$ cat src/rtl/bsq_pkg.sv
// ----------------------------------------------------------------------------
// bsq_pkg
// Shared types, constants and helper functions for the byte store holding
// a stack and a circular queue.
// ----------------------------------------------------------------------------
package bsq_pkg;

	// Store geometry. The store size must be a power of two, so byte
	// addresses wrap by plain truncation.
	localparam int MEM_BYTES         = 256;
	localparam int MAX_ELEMENT_BYTES = 8;
	localparam int ADDR_W            = $clog2(MEM_BYTES);
	localparam int TOP_W             = ADDR_W + 1;
	localparam int SUM_W             = ADDR_W + 2;
	localparam int BIDX_W            = $clog2(MAX_ELEMENT_BYTES) > 0 ? $clog2(MAX_ELEMENT_BYTES) : 1;

	// Field widths of the interface.
	localparam int SIZE_W  = 4;
	localparam int OP_W    = 3;
	localparam int DATA_W  = 64;
	localparam int COUNT_W = 9;
	localparam int CIDX_W  = 1;

	// Configuration register indexes.
	localparam logic [CIDX_W-1:0] REG_STACK_SIZE = 1'b0;
	localparam logic [CIDX_W-1:0] REG_QUEUE_SIZE = 1'b1;

	// Operation codes.
	typedef enum logic [OP_W-1:0] {
		OP_PUSH    = 3'd0,
		OP_POP     = 3'd1,
		OP_PEEK    = 3'd2,
		OP_SCLEAR  = 3'd3,
		OP_ENQUEUE = 3'd4,
		OP_DEQUEUE = 3'd5
	} op_t;

	// Byte mover states.
	typedef enum logic [1:0] {
		MV_IDLE,
		MV_MOVE,
		MV_DRAIN,
		MV_FINISH
	} mv_state_t;

	// One memory job: a run of consecutive bytes to write or read.
	typedef struct packed {
		logic                has_bytes;
		logic                wr;
		logic [ADDR_W-1:0]   base;
		logic [BIDX_W-1:0]   last;
		logic [DATA_W-1:0]   wdata;
	} bsq_job_t;

	// Status that goes out with every result.
	typedef struct packed {
		logic               refused;
		logic [COUNT_W-1:0] stack_elements;
		logic [COUNT_W-1:0] queue_elements;
		logic               stack_is_empty;
		logic               queue_is_empty;
	} bsq_stat_t;

	// A size of zero acts as one, anything above the maximum as the maximum.
	function automatic logic [SIZE_W-1:0] clamp_size(input logic [SIZE_W-1:0] v);
		logic [SIZE_W-1:0] r;
		if (v == '0) begin
			r = SIZE_W'(1);
		end else if (v > SIZE_W'(MAX_ELEMENT_BYTES)) begin
			r = SIZE_W'(MAX_ELEMENT_BYTES);
		end else begin
			r = v;
		end
		return r;
	endfunction

	// Store size modulo the element size, as a small constant table.
	function automatic logic [ADDR_W-1:0] mem_mod(input logic [SIZE_W-1:0] size);
		logic [ADDR_W-1:0] r;
		case (size)
			4'd1:    r = ADDR_W'(MEM_BYTES % 1);
			4'd2:    r = ADDR_W'(MEM_BYTES % 2);
			4'd3:    r = ADDR_W'(MEM_BYTES % 3);
			4'd4:    r = ADDR_W'(MEM_BYTES % 4);
			4'd5:    r = ADDR_W'(MEM_BYTES % 5);
			4'd6:    r = ADDR_W'(MEM_BYTES % 6);
			4'd7:    r = ADDR_W'(MEM_BYTES % 7);
			4'd8:    r = ADDR_W'(MEM_BYTES % 8);
			default: r = '0;
		endcase
		return r;
	endfunction

endpackage

$ cat src/rtl/bsq_ram.sv
// ----------------------------------------------------------------------------
// bsq_ram
// Generic single-port synchronous RAM with a registered read.
// ----------------------------------------------------------------------------
module bsq_ram #(
	parameter int WIDTH = 8,
	parameter int DEPTH = 256
) (
	input  logic                     clk,
	input  logic                     en,
	input  logic                     we,
	input  logic [$clog2(DEPTH)-1:0] addr,
	input  logic [WIDTH-1:0]         wdata,
	output logic [WIDTH-1:0]         rdata
);

	logic [WIDTH-1:0] mem [DEPTH];

	// One access per cycle: a write, or a read whose data appears next cycle.
	always_ff @(posedge clk) begin
		if (en) begin
			if (we) begin
				mem[addr] <= wdata;
			end else begin
				rdata <= mem[addr];
			end
		end
	end

endmodule

$ cat src/rtl/bsq_ctrl.sv
// ----------------------------------------------------------------------------
// bsq_ctrl
// Stack and queue pointers and counts. Decides each operation when it is
// accepted and hands the byte transfer to the mover.
// ----------------------------------------------------------------------------
module bsq_ctrl (
	input  logic                          clk,
	input  logic                          arst_n,
	input  logic                          go,
	input  logic [bsq_pkg::OP_W-1:0]      opcode,
	input  logic [bsq_pkg::DATA_W-1:0]    write_data,
	input  logic [bsq_pkg::SIZE_W-1:0]    stack_size,
	input  logic [bsq_pkg::SIZE_W-1:0]    queue_size,
	input  logic                          stack_cfg_wr,
	input  logic                          queue_cfg_wr,
	output bsq_pkg::bsq_job_t             job,
	output bsq_pkg::bsq_stat_t            stat
);

	logic [bsq_pkg::TOP_W-1:0]   stack_top_q, stack_top_d;
	logic [bsq_pkg::COUNT_W-1:0] stack_count_q, stack_count_d;
	logic [bsq_pkg::ADDR_W-1:0]  queue_head_q, queue_head_d;
	logic [bsq_pkg::ADDR_W-1:0]  queue_tail_q, queue_tail_d;
	logic [bsq_pkg::COUNT_W-1:0] queue_count_q, queue_count_d;
	logic                        refused_q, refused_d;

	logic [bsq_pkg::SUM_W-1:0]   push_end;
	logic [bsq_pkg::ADDR_W-1:0]  enq_probe;
	logic [bsq_pkg::TOP_W-1:0]   ss_top;
	logic [bsq_pkg::ADDR_W-1:0]  ss_addr;
	logic [bsq_pkg::ADDR_W-1:0]  qs_addr;

	assign ss_top    = bsq_pkg::TOP_W'(stack_size);
	assign ss_addr   = bsq_pkg::ADDR_W'(stack_size);
	assign qs_addr   = bsq_pkg::ADDR_W'(queue_size);
	assign push_end  = bsq_pkg::SUM_W'(stack_top_q) + bsq_pkg::SUM_W'(stack_size);
	assign enq_probe = queue_tail_q + bsq_pkg::mem_mod(queue_size) + qs_addr;

	// Operation decode: refusal, next pointers and the byte job.
	always_comb begin
		stack_top_d   = stack_top_q;
		stack_count_d = stack_count_q;
		queue_head_d  = queue_head_q;
		queue_tail_d  = queue_tail_q;
		queue_count_d = queue_count_q;
		refused_d     = 1'b0;
		job           = '0;
		job.wdata     = write_data;
		case (bsq_pkg::op_t'(opcode))
			bsq_pkg::OP_PUSH: begin
				if (push_end > bsq_pkg::SUM_W'(bsq_pkg::MEM_BYTES)) begin
					refused_d = 1'b1;
				end else begin
					job.has_bytes = 1'b1;
					job.wr        = 1'b1;
					job.base      = stack_top_q[bsq_pkg::ADDR_W-1:0];
					job.last      = bsq_pkg::BIDX_W'(stack_size - bsq_pkg::SIZE_W'(1));
					stack_top_d   = stack_top_q + ss_top;
					stack_count_d = stack_count_q + bsq_pkg::COUNT_W'(1);
				end
			end
			bsq_pkg::OP_POP, bsq_pkg::OP_PEEK: begin
				if (stack_top_q == '0) begin
					refused_d = 1'b1;
				end else begin
					job.has_bytes = 1'b1;
					job.base      = stack_top_q[bsq_pkg::ADDR_W-1:0] - ss_addr;
					job.last      = bsq_pkg::BIDX_W'(stack_size - bsq_pkg::SIZE_W'(1));
					if (bsq_pkg::op_t'(opcode) == bsq_pkg::OP_POP) begin
						stack_top_d = (stack_top_q >= ss_top) ? stack_top_q - ss_top : '0;
						if (stack_count_q != '0) begin
							stack_count_d = stack_count_q - bsq_pkg::COUNT_W'(1);
						end
					end
				end
			end
			bsq_pkg::OP_SCLEAR: begin
				stack_top_d   = '0;
				stack_count_d = '0;
			end
			bsq_pkg::OP_ENQUEUE: begin
				if (enq_probe == queue_head_q) begin
					refused_d = 1'b1;
				end else begin
					job.has_bytes = 1'b1;
					job.wr        = 1'b1;
					job.base      = queue_tail_q;
					job.last      = bsq_pkg::BIDX_W'(queue_size - bsq_pkg::SIZE_W'(1));
					queue_tail_d  = queue_tail_q + qs_addr;
					queue_count_d = queue_count_q + bsq_pkg::COUNT_W'(1);
				end
			end
			bsq_pkg::OP_DEQUEUE: begin
				if (queue_tail_q == queue_head_q) begin
					refused_d = 1'b1;
				end else begin
					job.has_bytes = 1'b1;
					job.base      = queue_head_q;
					job.last      = bsq_pkg::BIDX_W'(queue_size - bsq_pkg::SIZE_W'(1));
					queue_head_d  = queue_head_q + qs_addr;
					if (queue_count_q != '0) begin
						queue_count_d = queue_count_q - bsq_pkg::COUNT_W'(1);
					end
				end
			end
			default: begin
				refused_d = 1'b1;
			end
		endcase
	end

	// Pointer state. A size write clears its structure.
	always_ff @(posedge clk or negedge arst_n) begin
		if (!arst_n) begin
			stack_top_q   <= '0;
			stack_count_q <= '0;
			queue_head_q  <= '0;
			queue_tail_q  <= '0;
			queue_count_q <= '0;
			refused_q     <= 1'b0;
		end else if (go) begin
			stack_top_q   <= stack_top_d;
			stack_count_q <= stack_count_d;
			queue_head_q  <= queue_head_d;
			queue_tail_q  <= queue_tail_d;
			queue_count_q <= queue_count_d;
			refused_q     <= refused_d;
		end else begin
			if (stack_cfg_wr) begin
				stack_top_q   <= '0;
				stack_count_q <= '0;
			end
			if (queue_cfg_wr) begin
				queue_head_q  <= '0;
				queue_tail_q  <= '0;
				queue_count_q <= '0;
			end
		end
	end

	// Status reflects the state left by the last accepted item.
	always_comb begin
		stat.refused        = refused_q;
		stat.stack_elements = stack_count_q;
		stat.queue_elements = queue_count_q;
		stat.stack_is_empty = (stack_top_q == '0);
		stat.queue_is_empty = (queue_tail_q == queue_head_q);
	end

endmodule

$ cat src/rtl/bsq_mover.sv
// ----------------------------------------------------------------------------
// bsq_mover
// Moves the bytes of one element between the data word and the byte RAM,
// one byte per cycle, and assembles read data little-endian.
// ----------------------------------------------------------------------------
module bsq_mover (
	input  logic                          clk,
	input  logic                          arst_n,
	input  logic                          go,
	input  bsq_pkg::bsq_job_t             job,
	output logic                          busy,
	output logic                          done,
	output logic [bsq_pkg::DATA_W-1:0]    read_data
);

	bsq_pkg::mv_state_t state_q, state_d;

	logic [bsq_pkg::ADDR_W-1:0] base_q;
	logic [bsq_pkg::BIDX_W-1:0] last_q;
	logic [bsq_pkg::BIDX_W-1:0] idx_q;
	logic                       wr_q;
	logic [bsq_pkg::DATA_W-1:0] wdata_q;
	logic [bsq_pkg::DATA_W-1:0] rdata_q;
	logic                       rd_s1;
	logic [bsq_pkg::BIDX_W-1:0] idx_s1;

	logic                       ram_en;
	logic                       ram_we;
	logic [bsq_pkg::ADDR_W-1:0] ram_addr;
	logic [7:0]                 ram_wdata;
	logic [7:0]                 ram_rdata;

	// Next state.
	always_comb begin
		state_d = state_q;
		case (state_q)
			bsq_pkg::MV_IDLE, bsq_pkg::MV_FINISH: begin
				if (go) begin
					state_d = job.has_bytes ? bsq_pkg::MV_MOVE : bsq_pkg::MV_FINISH;
				end else begin
					state_d = bsq_pkg::MV_IDLE;
				end
			end
			bsq_pkg::MV_MOVE: begin
				if (idx_q == last_q) begin
					state_d = bsq_pkg::MV_DRAIN;
				end
			end
			bsq_pkg::MV_DRAIN: begin
				state_d = bsq_pkg::MV_FINISH;
			end
			default: begin
				state_d = bsq_pkg::MV_IDLE;
			end
		endcase
	end

	// State outputs.
	always_comb begin
		busy   = 1'b0;
		done   = 1'b0;
		ram_en = 1'b0;
		case (state_q)
			bsq_pkg::MV_MOVE: begin
				busy   = 1'b1;
				ram_en = 1'b1;
			end
			bsq_pkg::MV_DRAIN: begin
				busy = 1'b1;
			end
			bsq_pkg::MV_FINISH: begin
				done = 1'b1;
			end
			default: begin
				busy = 1'b0;
			end
		endcase
	end

	always_ff @(posedge clk or negedge arst_n) begin
		if (!arst_n) begin
			state_q <= bsq_pkg::MV_IDLE;
			rd_s1   <= 1'b0;
		end else begin
			state_q <= state_d;
			rd_s1   <= ram_en && !wr_q;
		end
	end

	// Job registers and the byte counter.
	always_ff @(posedge clk) begin
		idx_s1 <= idx_q;
		if (go) begin
			base_q  <= job.base;
			last_q  <= job.last;
			wr_q    <= job.wr;
			wdata_q <= job.wdata;
			idx_q   <= '0;
			rdata_q <= '0;
		end else begin
			if (ram_en) begin
				idx_q <= idx_q + bsq_pkg::BIDX_W'(1);
			end
			// Read data returns in the cycle after its address.
			if (rd_s1) begin
				rdata_q[idx_s1*8 +: 8] <= ram_rdata;
			end
		end
	end

	// Addresses wrap around the end of the store.
	assign ram_we    = ram_en && wr_q;
	assign ram_addr  = base_q + bsq_pkg::ADDR_W'(idx_q);
	assign ram_wdata = wdata_q[idx_q*8 +: 8];
	assign read_data = rdata_q;

	bsq_ram #(
		.WIDTH (8),
		.DEPTH (bsq_pkg::MEM_BYTES)
	) u_ram (
		.clk   (clk),
		.en    (ram_en),
		.we    (ram_we),
		.addr  (ram_addr),
		.wdata (ram_wdata),
		.rdata (ram_rdata)
	);

endmodule

$ cat src/rtl/byte_store_stack_and_queue_top.sv
// ----------------------------------------------------------------------------
// byte_store_stack_and_queue_top
// A stack and a circular queue sharing one byte-wide store.
// ----------------------------------------------------------------------------
// Usage:
// Commands enter on start/opcode/write_data and are taken at a clock edge
// where start is high and busy is low. Every command gives one result,
// shown for exactly one cycle while done is high: read_data, status and
// both element counts and empty flags after the command.
// Element sizes are set through the cfg_valid/cfg_ready channel (index 0
// stack size, index 1 queue size); a write clears that structure. Only
// write them while no command is in flight.
// Sequence: push, pop, peek, enqueue and dequeue move their N bytes through
// the single-port byte RAM one per cycle, then pass a drain state before
// done rises, and the next command can be taken at the edge that ends the
// done cycle. Refused, stack clear and unused commands skip the byte
// transfer and go straight to the done state.
// Reset clears all pointers and counts and sets both sizes to one byte;
// the store content is undefined until written. The receiver cannot stall:
// a result is lost if it is not taken in its done cycle.
// ----------------------------------------------------------------------------
module byte_store_stack_and_queue_top (
	input  logic                          clk,
	input  logic                          arst_n,
	input  logic                          start,
	output logic                          busy,
	input  logic [bsq_pkg::OP_W-1:0]      opcode,
	input  logic [bsq_pkg::DATA_W-1:0]    write_data,
	output logic                          done,
	output logic [bsq_pkg::DATA_W-1:0]    read_data,
	output logic                          status,
	output logic [bsq_pkg::COUNT_W-1:0]   stack_elements,
	output logic [bsq_pkg::COUNT_W-1:0]   queue_elements,
	output logic                          stack_is_empty,
	output logic                          queue_is_empty,
	input  logic                          cfg_valid,
	output logic                          cfg_ready,
	input  logic [bsq_pkg::CIDX_W-1:0]    cfg_index,
	input  logic [bsq_pkg::SIZE_W-1:0]    cfg_data
);

	logic [bsq_pkg::SIZE_W-1:0] stack_size_q;
	logic [bsq_pkg::SIZE_W-1:0] queue_size_q;
	logic                       cfg_xfer;
	logic                       stack_cfg_wr;
	logic                       queue_cfg_wr;
	logic                       go;
	bsq_pkg::bsq_job_t          job;
	bsq_pkg::bsq_stat_t         stat;

	// Command and configuration transfers. A size write waits while a
	// command is being offered, so the two never share an edge.
	assign go           = start && !busy;
	assign cfg_ready    = !busy && !start;
	assign cfg_xfer     = cfg_valid && cfg_ready;
	assign stack_cfg_wr = cfg_xfer && (cfg_index == bsq_pkg::REG_STACK_SIZE);
	assign queue_cfg_wr = cfg_xfer && (cfg_index == bsq_pkg::REG_QUEUE_SIZE);

	// Element size registers, kept in their clamped form.
	always_ff @(posedge clk or negedge arst_n) begin
		if (!arst_n) begin
			stack_size_q <= bsq_pkg::SIZE_W'(1);
			queue_size_q <= bsq_pkg::SIZE_W'(1);
		end else begin
			if (stack_cfg_wr) begin
				stack_size_q <= bsq_pkg::clamp_size(cfg_data);
			end
			if (queue_cfg_wr) begin
				queue_size_q <= bsq_pkg::clamp_size(cfg_data);
			end
		end
	end

	bsq_ctrl u_ctrl (
		.clk          (clk),
		.arst_n       (arst_n),
		.go           (go),
		.opcode       (opcode),
		.write_data   (write_data),
		.stack_size   (stack_size_q),
		.queue_size   (queue_size_q),
		.stack_cfg_wr (stack_cfg_wr),
		.queue_cfg_wr (queue_cfg_wr),
		.job          (job),
		.stat         (stat)
	);

	bsq_mover u_mover (
		.clk       (clk),
		.arst_n    (arst_n),
		.go        (go),
		.job       (job),
		.busy      (busy),
		.done      (done),
		.read_data (read_data)
	);

	// Result status fields.
	assign status         = stat.refused;
	assign stack_elements = stat.stack_elements;
	assign queue_elements = stat.queue_elements;
	assign stack_is_empty = stat.stack_is_empty;
	assign queue_is_empty = stat.queue_is_empty;

endmodule
$ cat config.mk
export PLATFORM = sky130hd
export DESIGN_NAME = byte_store_stack_and_queue_top
export DESIGN_NICKNAME = d
export VERILOG_FILES = /design/src/rtl/bsq_pkg.sv /design/src/rtl/bsq_ram.sv /design/src/rtl/bsq_ctrl.sv /design/src/rtl/bsq_mover.sv /design/src/rtl/byte_store_stack_and_queue_top.sv
export SDC_FILE = /design/constraint.sdc
export NUM_CORES = 2
export LEC_CHECK = 0
export BUFFER_PORTS_ARGS = -buffer_cell sky130_fd_sc_hd__clkbuf_2
export CAP_MARGIN = 0
export CORE_ASPECT_RATIO = 1.5
export CORE_MARGIN = 2
export CORE_UTILIZATION = 40
export CTS_CLUSTER_DIAMETER = 200
export DETAILED_ROUTE_END_ITERATION = 16
export PLACE_DENSITY = 0.57
export SKIP_CTS_REPAIR_TIMING = 1
export SYNTH_ARGS = -nofsm -noshare
export SYNTH_HDL_FRONTEND = slang
export SYNTH_HIERARCHICAL = 1
export SYNTH_SLANG_ARGS = --single-unit
$ cat constraint.sdc
create_clock -name clk -period 6.7 [get_ports clk]
set_clock_uncertainty 0.2 [all_clocks]
set_input_delay 1.34 -clock clk [delete_from_list [all_inputs] [get_ports clk]]
set_output_delay 1.34 -clock clk [all_outputs]
set_load 0.005 [all_outputs]
# After elaboration in Yosys (flattened, before gate mapping)
# Memories as Yosys holds them, arrays and structs flattened. A register that Yosys moved wholly into a read port is not among the register bits.
# Cells that the tools add are included.
# op_classes
add_sub_neg	17
mul	0
div	0
magnitude_cmp	3
eq_ne	25
n_shift	3
n_mux	53
bitwise_logic	2
n_reduce_logical	27
# ops
op	count
two-way mux 9 bit	16
bitwise mux 64 bit	1
variable shift 8 x 34 -> 64 bit, first input constant	1
variable part select 64 x 7 -> 8 bit	1
variable part select 8 x 34 -> 64 bit	1
two-way mux 8 bit	7
one-hot mux 9 bit (3 select lines)	2
one-hot mux 11 bit (4 select lines)	1
negator 6 -> 34 bit	1
two-way mux 13 bit	2
adder 8 x 4 -> 8 bit	3
two-way mux 11 bit	2
adder 9 x 1 -> 9 bit, second input constant	2
one-hot mux 9 bit (2 select lines)	1
nonzero test 9 bit	2
subtractor 9 x 1 -> 9 bit, second input constant	2
equality test 8 bit	2
two-way mux 1 bit	12
!= test 3 bit, second input constant	4
adder 9 x 4 -> 10 bit	1
> comparator 10 x 9 -> 1 bit, second input constant	1
AND reduction 5 bit	2
adder 9 x 4 -> 9 bit	1
>= comparator 9 x 4 -> 1 bit	1
other kinds (36)	61
# totals
register_bits	201
latchBits	0
ram_bits	2048
mem_bits_ro	32
in_bits	76
out_inout_bits	88
elab_cells	149
memories	2
# mem_list
name	depth	width	read_ports	rd_clocked_by_memory_dff	write_ports	line	rtl
u_mover.u_ram.mem	256	8	1	1	1	bsq_ram.sv:17	logic [WIDTH-1:0] mem [DEPTH];
(no name shown)	16	2	1	0	0	bsq_pkg.sv:80	case (size)

# Longest topological paths before layout
# depth
ltp_word	9
depth_mapped	16
ltp_nobuf	15

# Modules after synthesis
# Netlist, hierarchy kept.
# modules_own_cells
mod	instances	cells_per_inst	area_each_um2	seq_area_each_um2
bsq_ram	1	3526	78376.4	61739.2
bsq_mover	1	472	5950.7	3758.6
bsq_ctrl	1	585	4924.7	1101.1
byte_store_stack_and_queue_top	1	31	356.6	202.7

# Least setup slack after synthesis
# No wires, ideal clock.
# synth_timing
path_kind	input -> register
start	input start
end	register u_ctrl/stack_top_q[0] (netlist name)
arrival_time_ns	6.386
path_slack_ns	-0.011
stages	8
n_path_buf	1
path_cell_list	nor2b_1 clkbuf_1 inv_1 a2111oi_0 o41ai_1 a31oi_1 nor3_4 mux2_2
# synth_between
elab_chain_len	6
elab_cells_between_ends	12
cone_classes	4 x eq/ne; 1 x mux; 7 x reduce/logical
# synth_rtl
element	line	rtl
start: declaration	byte_store_stack_and_queue_top.sv:25	input logic start,
logical NOT 1 bit	byte_store_stack_and_queue_top.sv:54	assign cfg_ready = !busy && !start;
logical AND 1 bit	byte_store_stack_and_queue_top.sv:54	
logical AND 1 bit	byte_store_stack_and_queue_top.sv:55	assign cfg_xfer = cfg_valid && cfg_ready;
logical AND 1 bit	byte_store_stack_and_queue_top.sv:56	assign stack_cfg_wr = cfg_xfer && (cfg_index == bsq_pkg::REG_STACK_SIZE);
nonzero test 2 bit (no line)	--	
AND reduction 5 bit (no line)	--	
end signal: assignment	bsq_ctrl.sv:122	stack_top_q <= stack_top_d;
end: declaration	bsq_ctrl.sv:20	logic [bsq_pkg::TOP_W-1:0] stack_top_q, stack_top_d;
# Several ways; a longest one is shown, not always the timed one.
# A chain may end at the register's enable or synchronous reset.

# Final worst setup path
# layout_timing
start	register u_mover/idx_q[1] (netlist name)
end	register u_mover.u_ram.rdata[1] (read register of u_mover.u_ram.mem), data pin
# layout_between
elab_chain_len	1
# layout_rtl
element	line	rtl
start: declaration	bsq_mover.sv:20	logic [bsq_pkg::BIDX_W-1:0] idx_q;
start signal: assignment	bsq_mover.sv:102	idx_q <= idx_q + bsq_pkg::BIDX_W'(1);
adder 8 x 3 -> 8 bit	bsq_mover.sv:113	assign ram_addr = base_q + bsq_pkg::ADDR_W'(idx_q);
via u_mover.ram_addr, one bit	bsq_mover.sv:29	logic [bsq_pkg::ADDR_W-1:0] ram_addr;
end: declaration	bsq_ram.sv:14	output logic [WIDTH-1:0] rdata
# The timed path passes the listed nets, and every way through them passes these cells.

==> results.md <==
* Cells after Synth at approximately 4600
* CP arrival at 5.79 ns
* Crit path from: u_mover/idx_q[1]
* Grt ovf at 0
* Initial antenna violation count at 5
* Critical path type: reg -> reg
* RSZ-0062 raised after global routing: no
* Placer Congestion at roughly 0.80
* Die X-Extent at about 390 um
* Post-synth EDFFs at ~2100
* CTS buffer count at approximately 220
* Wire per inst at ~29 um
* Setup TNS at 0 ns
* Failing checks: max-capacitance violations, max-slew violations
* Power density over cell area at between 400 and 500 nW/um^2
* Vias in the first global route at about 46000
* Hold crit path type: reg -> reg
* Total wire length at around 230 mm
* Seq/Total Area, Yosys at between 70% and 80%
* Hold Startpoint: u_mover/idx_q[1]
* Die area at between 200000 and 250000 um^2
* Worst r2r src: u_mover/idx_q[1]
* Share of layout cells above drive strength 1 at about a quarter
* Routed vias/inst at just under 6
* Rel. slew slack at -4.150%
* Fin util at 45.05%
* Clk buf depth at 4
* CP required at between 7 and 8 ns
* Pins Over Slew Limit at 70
* Wire length on met3 at roughly 14 mm
* Worst vdd ir at 0.0005762 V
* CTS Root Cell: clkbuf_16
* Uppermost layer routed: met5
* Fraction of registers with async set or reset after synthesis at 2.437%
* Die Span Y at between 500 and 600 um
* Core Box Area at about 220000 um^2
* Synth top area share at 71.45%
* Tmin final at 5.463 ns
* Metal2 WL at 117.0 mm
* Drt pass-1 iters at 7
* Largest net degree at the start of global routing at approximately 180
* Leakage at 31.41 nW
* Max_cap viols at 1
* Mapped Area at roughly 90000 um^2
* Met1 WL at between 80 and 90 mm
* Syn Nets at about 4800
* Crit path capture type: register
* Cell Rows at 212
* Area delta synth->final at 11.90%
* Clock transition at path regs at 0.06 ns
* Worst skew pair latency at roughly 0.86 ns
* Detail Placement HPWL at about 140 mm
* Total GRT Usage at approximately a fifth
* Status: finished, violations left
* Area leader, netlist: edfxtp_1
* Synth Flop Type: edfxtp_1
* Cell variety after synth at between 80 and 90
* Avg Inst Size Synth at around 19 um^2
* Fmax at 183.1 MHz
* Hold Vio Cnt, Final at 0
* # setup viols final at 0
* Element type at the critical path start: register
* Port bufs at roughly 160
* Slew at the pin closest to its max-slew limit at 1.562 ns
* CTS tree: built
* Global-route wire length before repair at 327.0 mm
* DR DRC count at 0
* FF+latch count, synth at about 2300
* Warnings from Yosys at 6
* Top cells by count, synth: edfxtp_1 (2132), mux4_2 (528), nor2_1 (326)
* Synth area leaders: edfxtp_1 (71%), mux4_2 (13%), a22oi_1 (2.2%)
* Initial Utilization at between 40% and 50%
* Most common cell in the synthesized netlist: edfxtp_1
* Final Cycle Share at just over 80%
* Crit path max fanout at 32
* Htree depth at 4
* Antenna-violating nets left at 0
* # nets final at roughly 5000
* CTS sink count at approximately 2300
* I/O pin total at ~160
* Vias at roughly 45000
* Initial DRC count at 4077
-- state kept, by name, summed over array words and instances, names as in the netlist, 2 cells and up --
register              cells
queue_size_q              4
stack_size_q              4
u_ctrl/queue_count_q      9
u_ctrl/queue_head_q       8
u_ctrl/queue_tail_q       8
u_ctrl/stack_count_q      9
u_ctrl/stack_top_q        9
u_mover/base_q            8
u_mover/idx_q             3
u_mover/idx_s1            3
u_mover/last_q            3
u_mover/read_data        64
u_mover/state_q           2
u_mover/u_ram/mem      2048
u_mover/u_ram/rdata       8
u_mover/wdata_q          64
-- routing by layer --
metal  vias to the layer above  global-route usage, %
met5                         -                      0
met4                         2                  6.866
met3                       367                  2.966
met2                      1627                  34.48
met1                     23830                  24.63
li1                      19030                      -
-- cells in the final DEF (no fill, tap or decap), types with 22 or more instances in the layout --
master / count
o41ai_1: 35
clkinv_1: 46
o21ai_0: 47
dfxtp_1: 69
buf_4: 62
a22oi_1: 259
clkinv_2: 41
nand3_1: 75
dfrtp_1: 53
inv_1: 44
bufinv_16: 25
xnor2_1: 40
mux4_2: 528
nand2b_1: 22
clkbuf_2: 162
nor2_1: 325
clkbuf_16: 218
a21oi_1: 192
edfxtp_1: 2132
ha_1: 50
nand2_1: 93
clkbuf_1: 26
-- worst paths after layout --
kind                       cells past startpoint                endpoint  slack, ns
max                                            9  u_mover/u_ram/rdata[1]       1.24
min                                            0       u_mover/idx_s1[1]       0.20
min reg2reg                                    0       u_mover/idx_s1[1]       0.20
min in group asynchronous                      2  u_ctrl/queue_head_q[2]       0.44
max in group asynchronous                      2   u_ctrl/stack_top_q[6]       5.32
max reg2reg                                    9  u_mover/u_ram/rdata[1]       1.24
-- through the flow --
step	hold WS, ns	setup slack (ns)	std cells	area [um^2]	power, mW
3_5_place_dp	0.2017	1.367	7399	93350	36.22
2_1_floorplan	0.1529	1.460	4614	89610	30.07
4_1_cts	0.2028	1.352	7782	100300	48.34
5_1_grt	0.2153	1.136	7783	100300	49.64
3_3_place_gp	0.1957	1.345	7399	93350	36.05
6_report	0.1993	1.237	7785	100300	47.77
-- power by group --
part	switching, mW	internal (mW)
clock	5.23	6.90
sequential	0.420	18.2
combinational	10.8	6.21
-- cell type report --
cell class / count / area (um^2)
fillers: 18750 / 122300
flip-flops and latches: 2257 / 66800
multi-input cells: 1965 / 21130
clock buffers: 244 / 5553
well taps: 2889 / 3615
repair buffers: 242 / 1622
clock inverters: 139 / 1363
inverters: 46 / 180.2
diodes: 3 / 7.507
-- critical path: stages, from the launching register on --
cell	delay, ns
dfxtp_1	0.39
buf_4	0.31
ha_1	0.30
a21o_1	0.21
o21a_1	0.20
xor2_1	0.76
nand2b_2	0.98
a21oi_1	0.30
o41ai_1	1.26
nand4_1	0.19
-- logic make-up after synthesis --
| logic type | Yosys count | synth area share [%] |
|---|---|---|
| flops | 2257 | 74.55 |
| simple gates | 644 | 3.270 |
| compound gates | 635 | 4.794 |
| mux | 565 | 13.72 |
| buf+inv | 392 | 2.146 |
| fa+ha+maj | 61 | 0.9355 |
| xor+xnor | 60 | 0.5864 |
No activity file was read; power rests on OpenSTA's default activity.
